## src/ffc_pkg.sv

```systemverilog
// ----------------------------------------------------------------------------
// ffc_pkg
// Shared types, constants and the CRC byte update for the frame checker.
// ----------------------------------------------------------------------------
package ffc_pkg;

  localparam logic [31:0] CRC_POLY         = 32'h04C1_1DB7;
  localparam logic [19:0] SECONDS_PER_WEEK = 20'd604800;
  localparam logic [11:0] TICKS_PER_SECOND = 12'd2000;
  localparam int          TIME_BYTES       = 6;

  // Frame verdict and captured time, handed from the frame stage to the decode stage
  typedef struct packed {
    logic        valid;
    logic        crc_match;
    logic [47:0] gps_time;
  } ffc_frame_res_t;

  // CRC-32, MSB first, one byte per call
  function automatic logic [31:0] crc_feed(input logic [31:0] crc_in, input logic [7:0] b);
    logic [31:0] c;
    c = crc_in ^ {b, 24'd0};
    for (int k = 0; k < 8; k++) begin
      if (c[31]) begin
        c = {c[30:0], 1'b0} ^ CRC_POLY;
      end else begin
        c = {c[30:0], 1'b0};
      end
    end
    return c;
  endfunction

endpackage

```

## src/ffc_frame.sv

```systemverilog
// ----------------------------------------------------------------------------
// ffc_frame
// Frame position, running CRC, trailer and time capture; registers one
// verdict per frame.
// ----------------------------------------------------------------------------
module ffc_frame #(
  parameter int FRAME_BYTES   = 2052,
  parameter int PAYLOAD_BYTES = 2048,
  parameter int TIME_OFFSET   = 16
) (
  input  logic                   clk,
  input  logic                   rst_n,
  input  logic                   in_take,
  input  logic [7:0]             data_byte,
  input  logic                   frame_start,
  input  logic                   res_take,
  output ffc_pkg::ffc_frame_res_t res
);
  import ffc_pkg::*;

  localparam int POS_W = $clog2(FRAME_BYTES);
  localparam logic [POS_W-1:0] PAYLOAD_POS = POS_W'(PAYLOAD_BYTES);
  localparam logic [POS_W-1:0] TIME_FIRST  = POS_W'(TIME_OFFSET);
  localparam logic [POS_W-1:0] TIME_END    = POS_W'(TIME_OFFSET + TIME_BYTES);
  localparam logic [POS_W-1:0] LAST_POS    = POS_W'(FRAME_BYTES - 1);

  logic [POS_W-1:0] pos_r, pos_nxt, pos;
  logic [31:0]      crc_r, crc_nxt;
  logic [31:0]      trl_r, trl_nxt;
  logic [47:0]      time_r, time_nxt;
  logic             last;
  ffc_frame_res_t   res_r, res_nxt;

  assign pos  = frame_start ? '0 : pos_r;
  assign last = (pos >= LAST_POS);

  always_comb begin
    pos_nxt  = pos_r;
    crc_nxt  = crc_r;
    trl_nxt  = trl_r;
    time_nxt = time_r;
    if (in_take) begin
      if (pos < PAYLOAD_POS) begin
        crc_nxt = crc_feed((pos == '0) ? 32'd0 : crc_r, data_byte);
      end else begin
        trl_nxt = {trl_r[23:0], data_byte};
      end
      if (pos >= TIME_FIRST && pos < TIME_END) begin
        time_nxt = {time_r[39:0], data_byte};
      end
      pos_nxt = last ? '0 : pos + 1'b1;
    end
  end

  always_comb begin
    res_nxt = res_r;
    if (in_take) begin
      res_nxt.valid = last;
      if (last) begin
        res_nxt.crc_match = (crc_nxt == trl_nxt);
        res_nxt.gps_time  = time_nxt;
      end
    end else if (res_take) begin
      res_nxt.valid = 1'b0;
    end
  end

  always_ff @(posedge clk) begin
    if (!rst_n) begin
      pos_r       <= '0;
      crc_r       <= '0;
      trl_r       <= '0;
      time_r      <= '0;
      res_r.valid <= 1'b0;
    end else begin
      pos_r       <= pos_nxt;
      crc_r       <= crc_nxt;
      trl_r       <= trl_nxt;
      time_r      <= time_nxt;
      res_r.valid <= res_nxt.valid;
    end
    res_r.crc_match <= res_nxt.crc_match;
    res_r.gps_time  <= res_nxt.gps_time;
  end

  assign res = res_r;

endmodule

```

## src/ffc_time.sv

```systemverilog
// ----------------------------------------------------------------------------
// ffc_time
// Splits the GPS time into week, seconds and ticks, forms total seconds and
// holds the result register.
// ----------------------------------------------------------------------------
module ffc_time (
  input  logic                    clk,
  input  logic                    rst_n,
  input  ffc_pkg::ffc_frame_res_t res,
  input  logic                    adv,
  output logic                    out_valid,
  output logic                    out_crc_match,
  output logic [15:0]             out_gps_week,
  output logic [19:0]             out_gps_second,
  output logic [11:0]             out_half_ms_ticks,
  output logic [35:0]             out_total_seconds
);
  import ffc_pkg::*;

  logic [15:0] week;
  logic [19:0] sec;
  logic [11:0] ticks;
  logic [1:0]  whole;
  logic [35:0] week_s;
  logic [35:0] total;

  logic        valid_r;
  logic        match_r;
  logic [15:0] week_r;
  logic [19:0] sec_r;
  logic [11:0] ticks_r;
  logic [35:0] total_r;

  assign week  = res.gps_time[47:32];
  assign sec   = res.gps_time[31:12];
  assign ticks = res.gps_time[11:0];

  // ticks < 4096, so at most two whole seconds
  always_comb begin
    priority if (ticks >= {TICKS_PER_SECOND[10:0], 1'b0}) begin
      whole = 2'd2;
    end else if (ticks >= TICKS_PER_SECOND) begin
      whole = 2'd1;
    end else begin
      whole = 2'd0;
    end
  end

  assign week_s = {20'd0, week} * {16'd0, SECONDS_PER_WEEK};
  assign total  = week_s + {16'd0, sec} + {34'd0, whole};

  always_ff @(posedge clk) begin
    if (!rst_n) begin
      valid_r <= 1'b0;
    end else if (adv) begin
      valid_r <= res.valid;
    end
    if (adv && res.valid) begin
      match_r <= res.crc_match;
      week_r  <= week;
      sec_r   <= sec;
      ticks_r <= ticks;
      total_r <= total;
    end
  end

  assign out_valid         = valid_r;
  assign out_crc_match     = match_r;
  assign out_gps_week      = week_r;
  assign out_gps_second    = sec_r;
  assign out_half_ms_ticks = ticks_r;
  assign out_total_seconds = total_r;

endmodule

```

## src/frame_crc_check_gps_time_top.sv

```systemverilog
// ----------------------------------------------------------------------------
// frame_crc_check_gps_time_top
// Frame CRC-32 check with GPS time capture on a byte stream.
// ----------------------------------------------------------------------------
// Takes one byte per transfer, one transfer per clock while in_stall is low.
// Bytes are cut into frames of FRAME_BYTES; CRC-32 (poly 04C11DB7, init 0,
// MSB first, no reflection, no final XOR) runs over the first PAYLOAD_BYTES
// and is compared with the big-endian trailer that follows. Six bytes at
// TIME_OFFSET form the 48-bit GPS time. One result transfer leaves for the
// last byte of each frame, registered first in ffc_frame and then in the
// result register of ffc_time, which holds while the output stalls.
// in_frame_start forces the byte to frame position zero and restarts the CRC;
// trailer and time keep old contents until new bytes arrive. No reset sweep.
// ----------------------------------------------------------------------------
module frame_crc_check_gps_time_top #(
  parameter int FRAME_BYTES   = 2052,
  parameter int PAYLOAD_BYTES = 2048,
  parameter int TIME_OFFSET   = 16
) (
  input  logic        clk,
  input  logic        rst_n,
  // input channel
  input  logic        in_valid,
  output logic        in_stall,
  input  logic [7:0]  in_data_byte,
  input  logic        in_frame_start,
  // result channel
  output logic        out_valid,
  input  logic        out_stall,
  output logic        out_crc_match,
  output logic [15:0] out_gps_week,
  output logic [19:0] out_gps_second,
  output logic [11:0] out_half_ms_ticks,
  output logic [35:0] out_total_seconds
);
  import ffc_pkg::*;

  ffc_frame_res_t res;
  logic           adv;      // frame verdict moves into the result register
  logic           in_take;

  // Result register advances unless a held result is stalled.
  assign adv      = !(out_valid && out_stall);
  // Bytes keep flowing while the verdict slot is empty or draining.
  assign in_stall = res.valid && !adv;
  assign in_take  = in_valid && !in_stall;

  ffc_frame #(
    .FRAME_BYTES  (FRAME_BYTES),
    .PAYLOAD_BYTES(PAYLOAD_BYTES),
    .TIME_OFFSET  (TIME_OFFSET)
  ) u_frame (
    .clk        (clk),
    .rst_n      (rst_n),
    .in_take    (in_take),
    .data_byte  (in_data_byte),
    .frame_start(in_frame_start),
    .res_take   (adv),
    .res        (res)
  );

  ffc_time u_time (
    .clk              (clk),
    .rst_n            (rst_n),
    .res              (res),
    .adv              (adv),
    .out_valid        (out_valid),
    .out_crc_match    (out_crc_match),
    .out_gps_week     (out_gps_week),
    .out_gps_second   (out_gps_second),
    .out_half_ms_ticks(out_half_ms_ticks),
    .out_total_seconds(out_total_seconds)
  );

endmodule

```

## config.mk

```make
export PLATFORM = sky130hd
export DESIGN_NAME = frame_crc_check_gps_time_top
export DESIGN_NICKNAME = d
export VERILOG_FILES = /design/src/ffc_pkg.sv /design/src/ffc_frame.sv /design/src/ffc_time.sv /design/src/frame_crc_check_gps_time_top.sv
export SDC_FILE = /design/constraint.sdc
export NUM_CORES = 1
export LEC_CHECK = 0
export BUFFER_PORTS_ARGS = -buffer_cell sky130_fd_sc_hd__buf_2
export CAP_MARGIN = 25
export CORE_MARGIN = 1.5
export CORE_UTILIZATION = 61
export CTS_CLUSTER_DIAMETER = 30
export DETAILED_ROUTE_END_ITERATION = 7
export PLACE_DENSITY = 0.8
export SLEW_MARGIN = 25
export SYNTH_ARGS = -nofsm -noshare
export SYNTH_HDL_FRONTEND = slang
export SYNTH_SLANG_ARGS = --single-unit
```

## constraint.sdc

```tcl
create_clock -name clk -period 11.3 [get_ports clk]
set_input_delay 0.565 -clock clk [delete_from_list [all_inputs] [get_ports clk]]
set_output_delay 0.565 -clock clk [all_outputs]
set_load 0.05 [all_outputs]
```

### After elaboration in Yosys (flattened, before gate mapping)

Cells that the tools add are included.

| storage, ports and cells | value |
|---|---|
| register bits after elaboration | 260 |
| output and inout bits | 87 |

| operators by class | value |
|---|---|
| add/subtract/negate cells | 3 |
| $mul | 1 |
| magnitude comparators | 6 |
| eq/ne operators | 2 |
| multiplexer cells | 35 |
| bitwise logic cells | 9 |
| reduce and logical (&&, ||, !) cells | 9 |

Operators by type and width:

| cell | count |
|---|---|
| 2-to-1 mux 32 bit | 19 |
| 2-to-1 mux 27 bit | 8 |
| inverter 14 bit | 8 |
| 2-to-1 mux 48 bit | 2 |
| adder 36 x 2 -> 36 bit | 1 |
| adder 36 x 20 -> 36 bit | 1 |
| == test 32 bit | 1 |
| XOR 32 bit | 1 |
| multiplier 16 x 13 -> 29 bit (second input constant) | 1 |
| greater-or-equal comparator 12 bit (second input constant) | 2 |
| 2-to-1 mux 12 bit | 2 |
| adder 12 x 1 -> 12 bit (second input constant) | 1 |
| greater-or-equal comparator 12 x 11 -> 1 bit (second input constant) | 1 |
| greater-or-equal comparator 12 x 5 -> 1 bit (second input constant) | 1 |
| logical NOT 12 bit | 1 |
| < comparator 12 bit (second input constant) | 1 |
| < comparator 12 x 5 -> 1 bit (second input constant) | 1 |
| logical AND 1 bit | 5 |
| 2-to-1 mux 1 bit | 3 |
| logical NOT 1 bit | 2 |
| 2-to-1 mux 2 bit | 1 |
| != test 2 bit (second input constant) | 1 |
| AND reduction 2 bit | 1 |

### Longest topological paths before layout

| logic depth | value |
|---|---|
| depth after elaboration | 37 |
| gate-level depth with buffers | 26 |
| depth with buffers taken out | 26 |

### By module

From an unflattened synthesis, not the netlist that was laid out.

| second synthesis, totals | value |
|---|---|
| cells, all modules | 1,648 |
| area, all modules | 17,063.9 um^2 |

By module, submodules not included:

| module | instances | cells an instance | area each (um^2) | seq. area each (um^2) |
|---|---|---|---|---|
| ffc_frame | 1 | 960 | 9,454.1 | 3,973.8 |
| ffc_time | 1 | 685 | 7,586.0 | 2,572.5 |
| frame_crc_check_gps_time_top | 1 | 3 | 23.8 | 0.0 |

### Worst setup path before layout

No wires, ideal clock.

| timing | value |
|---|---|
| kind | input port to flip-flop |
| start point | in out_stall |
| end point | reg u_time.match_r (netlist: u_time.out_crc_match), enable pin |
| arrival time | 6.738 ns |
| required time | 10.643 ns |
| setup slack | 3.905 ns |
| stages on the path | 1 |
| buffers on the path | 0 |
| cells stage by stage | a21boi_0 |

| on the way | value |
|---|---|
| longest elaborated chain between the ends | 3 |

RTL lines:

| element | line | source |
|---|---|---|
| from (decl) | frame_crc_check_gps_time_top.sv:29 | `input logic out_stall,` |
| logical AND 1 bit | frame_crc_check_gps_time_top.sv:43 | `assign adv = !(out_valid && out_stall);` |
| logical NOT 1 bit | frame_crc_check_gps_time_top.sv:43 |  |
| logical AND 1 bit | ffc_time.sv:58 | `if (adv && res.valid) begin` |
| to (signal assigned) | ffc_time.sv:59 | `match_r <= res.crc_match;` |
| to (decl) | ffc_time.sv:28 | `logic match_r;` |

Every way passes these cells.
A chain may end at the register's enable or synchronous reset.

### Final worst setup path

| timing | value |
|---|---|
| start point | reg u_frame.res_r (netlist bit u_frame.res[39]) |
| end point | reg u_time.total_r[34] (netlist: u_time.out_total_seconds[34]), data pin |

| on the way | value |
|---|---|
| longest elaborated chain between the ends | 3 |

RTL lines:

| element | line | source |
|---|---|---|
| from (decl) | ffc_frame.sv:32 | `ffc_frame_res_t res_r, res_nxt;` |
| multiplier 16 x 13 -> 29 bit | ffc_time.sv:49 | `assign week_s = {20'd0, week} * {16'd0, SECONDS_PER_WEEK};` |
| adder 36 x 20 -> 36 bit | ffc_time.sv:50 | `assign total = week_s + {16'd0, sec} + {34'd0, whole};` |
| adder 36 x 2 -> 36 bit | ffc_time.sv:50 |  |
| named net u_time.total[34] | ffc_time.sv:25 | `logic [35:0] total;` |
| to (signal assigned) | ffc_time.sv:63 | `total_r <= total;` |
| to (decl) | ffc_time.sv:32 | `logic [35:0] total_r;` |

The timed path passes the listed nets, and every way through them passes these cells.

==> flow_summary.ini <==
[synthesis]
synth-edff-count = 134
syn-num-nets = 1710
yosys.area_share.simple_pct = 12.5
ys.flop_type = edfxtp_1
ys_types = 89
yosysMostFrequentCell = edfxtp_1
syn_area_per_cell_sq_um = 10.8
synth_fa_ha_area_share_pct = 16.7
synth_seq_cells = 260
synth.mux.area_fraction_pct = 5.26
yosys-top-cells-area = edfxtp_1 (25%), dfxtp_1 (15%), ha_1 (9.0%), fa_1 (7.7%), xnor2_1 (6.7%)
synth_warnings = 0
netlist.area_leader.share_pct = 24.5
synth_compound_area_share_pct = 9.23
synth_top_family_by_area = adder cells
syn_inst = 1516
synth_common_cells = edfxtp_1 (134), inv_1 (130), dfxtp_1 (126), xnor2_1 (125), ha_1 (118)
yosysTopAreaCell = edfxtp_1
synth_async_sr_flop_share_pct = 0
ys_seq_area_share_pct = 39.9
synth-xor-area-share_pct = 11.7
synthesis.area_sq_um = 16400

[power_and_ir_drop]
pwr-share-comb_pct = 9.5
p_leak_nw = 7.39
seqPwrFrac_pct = 38.4
vdd_drop_max_uv = 141
p_sw_mw = 0.670
p_int_mw = 1.98
p_per_area_nw_per_um2 = 142
swShare_pct = 25.2
pwr-share-clk_pct = 52.0

[floorplan]
start_util_pct = 62.6
pin_count = 100
dieArea_sq_um = 27900
die_h_um = 167
core_region_area_sq_um = 26200
die_w_um = 167
core.rowCount = 59

[clock_network]
cts_inserted_buffers = 47
insertion_delay_ns = 0.55
ctsResizeCount = 0
cts_hold_buf = 0
clock_sinks = 260
h-tree-depth = 2
post-cts-setup-buffers = 0
clk_pin_slew_ns = 0.05
cts_root_buf = clkbuf_16
cts_tree = yes
cts_buffer_depth = 3

[sta]
hold_viol = 0
grt_setup_unrepaired = no
finalSetupViolCount = 0
finalCritPeriodShare_pct = 55.2
fmax_mhz = 160
maxSlewHeadroom_pct = 33.2
tns_ns = 0
finalMaxSlewViolations = 0
finalCriticalPeriod_ns = 6.24
worst_slack_ns = 5.06
worst_pin_slew_ns = 1.00
finClkSkew_ns = 0.0209

[worst_setup_path]
cp-endpoint = u_time.out_total_seconds[34]
worst_setup_path_end_kind = flop
regToRegSetupSlack_ns = 5.06
cp-start-kind = flop
path_class = flop to flop
critPathLaunch = u_frame.res[39]
cp.arrival_ns = 6.50
r2r_cells = 19
slowest_stage = fa_1
reg2reg_to = u_time.out_total_seconds[34]
reg2reg_from = u_frame.res[39]
max_stage_delay_ns = 0.56
worstPathRequired_ns = 11.56
cp_max_fo = 8
critical_path.cell_chain = fa_1 > ha_1 > inv_1 > fa_1 > inv_1 > fa_1 > inv_1 > fa_1 > inv_1 > ha_1 > a21o_1 > o21a_1 > or2_4 > or2_0 > a211oi_4 > or3b_4 > nor4b_4 > nand4_1 > xnor2_1

[grt]
grt_start_max_net_pins = 127
antenna_found_initial = 0
grt_pass1_vias = 11600
grt_util_all_layers_pct = 26.2
overflow = 0
grt_pass1_wl_um = 58400

[layout]
drive_gt1_share_pct = 16.5
diodes = 0
nets = 1806
syn2layout_area_growth_pct = 14.3
fillers = 1813

[detailed_routing]
viasPerCell = 5.70
post_drt_wl_per_cell_um = 18.0
postRouteAntennaNets = 0
drc = 0
vias = 11300
drt_iter0_drc = 814
firstDrtPassIters = 5
routed_wl_um = 35800

[place]
place_congestion = 0.939
place_ws_ns = 5.09
dp_hpwl_um = 25500
place.port_buffers = 99

[min_path]
hp-class = primary input to flop

[outcome]
status = finished, final reports clean

[job]
cap_violations = 0
## worst min-delay path by stage
stage / start / end / slack, ns / depth (start not counted)
2_1_floorplan: u_frame.res[48] / u_time.out_crc_match / 0.40 / 0
3_5_place_dp: u_frame.res[0] / u_time.out_half_ms_ticks[0] / 0.41 / 0
3_3_place_gp: u_frame.res[48] / u_time.out_crc_match / 0.40 / 0
4_1_cts: out_stall / u_time.out_valid / 0.35 / 3
6_report: out_stall / u_time.out_valid / 0.36 / 3
5_1_grt: out_stall / u_time.out_valid / 0.38 / 3
## state kept, by name (all words and copies together) (netlist names), 12 cells and up
signal,cells
u_time.out_gps_second,20
u_frame.trl_r,32
u_frame.crc_r,32
u_frame.time_r,48
u_frame.res,50
u_frame.pos_r,12
u_time.out_gps_week,16
u_time.out_total_seconds,36
u_time.out_half_ms_ticks,12
## metrics by stage
stage / utilization [%] / total power [mW] / instance area (sq um) / hold WS, ns / instances
2_1_floorplan: - / 1.24 / 16400 / 0.400 / 1516
3_3_place_gp: 65.4 / 1.28 / 17100 / 0.404 / 1898
3_5_place_dp: 65.4 / 1.29 / 17100 / 0.408 / 1898
4_1_cts: 71.5 / 2.67 / 18700 / 0.353 / 1985
5_1_grt: 71.5 / 2.74 / 18700 / 0.380 / 1985
6_report: 71.5 / 2.65 / 18700 / 0.359 / 1985
## worst max-delay path: cells and delay by family (launching register included)
kind | cells | cell delay [ns]
AO/OA/AOI/OAI | 3 | 0.77
AND/OR/NAND/NOR | 5 | 1.48
flip-flops | 1 | 0.55
XOR/XNOR | 1 | 0.17
buffers and inverters | 4 | 0.20
adder cells (fa/ha/maj) | 6 | 2.78
## cell type report
cell class / instances / area (sq um) / area share, %
Clock inverter: 33 / 347 / 1.85
Clock buffer: 54 / 1250 / 6.69
Inverter: 131 / 492 / 2.62
Timing Repair Buffer: 108 / 567 / 3.03
Sequential cell: 260 / 6550 / 34.9
Tap cell: 335 / 419 / 2.24
Multi-Input combinational cell: 1064 / 9110 / 48.6
## power by group through the flow
stage	logic, mW	clock network [mW]	registers [mW]
after floorplan	0.213	0	1.02
after global placement	0.243	0	1.04
after detailed placement	0.248	0	1.04
after CTS	0.250	1.40	1.02
after global routing	0.274	1.44	1.02
final	0.252	1.38	1.02
## logic make-up after synthesis
kind of cell	Yosys count
compound gates	224
simple gates	383
mux	80
xor+xnor	196
buf+inv	192
fa+ha+maj	181
flops	260
## layout by cell type, fill, tap and decap left out, types with 10 or more instances in the layout
cell type	count
edfxtp_1	134
inv_1	130
dfxtp_1	126
xnor2_1	125
ha_1	118
buf_2	99
nand2_1	87
and2_1	69
nor2_1	64
fa_1	63
xor2_1	57
nor2b_1	53
a21oi_1	49
mux2_2	49
clkbuf_16	48
o21ai_0	44
mux2i_1	31
nand3_1	22
a21o_1	17
nor3_1	15
nand4_1	14
a31oi_1	12
a21boi_0	12
or3_1	10
## layer usage
layer,GRT usage (%),wire length (um),up-vias
met5,0,0,-
met4,12.7,1590,0
met3,4.18,1870,106
met2,45.6,17700,332
met1,31.7,14700,5435
li1,-,-,5449
No activity file was read; power rests on OpenSTA's default activity.
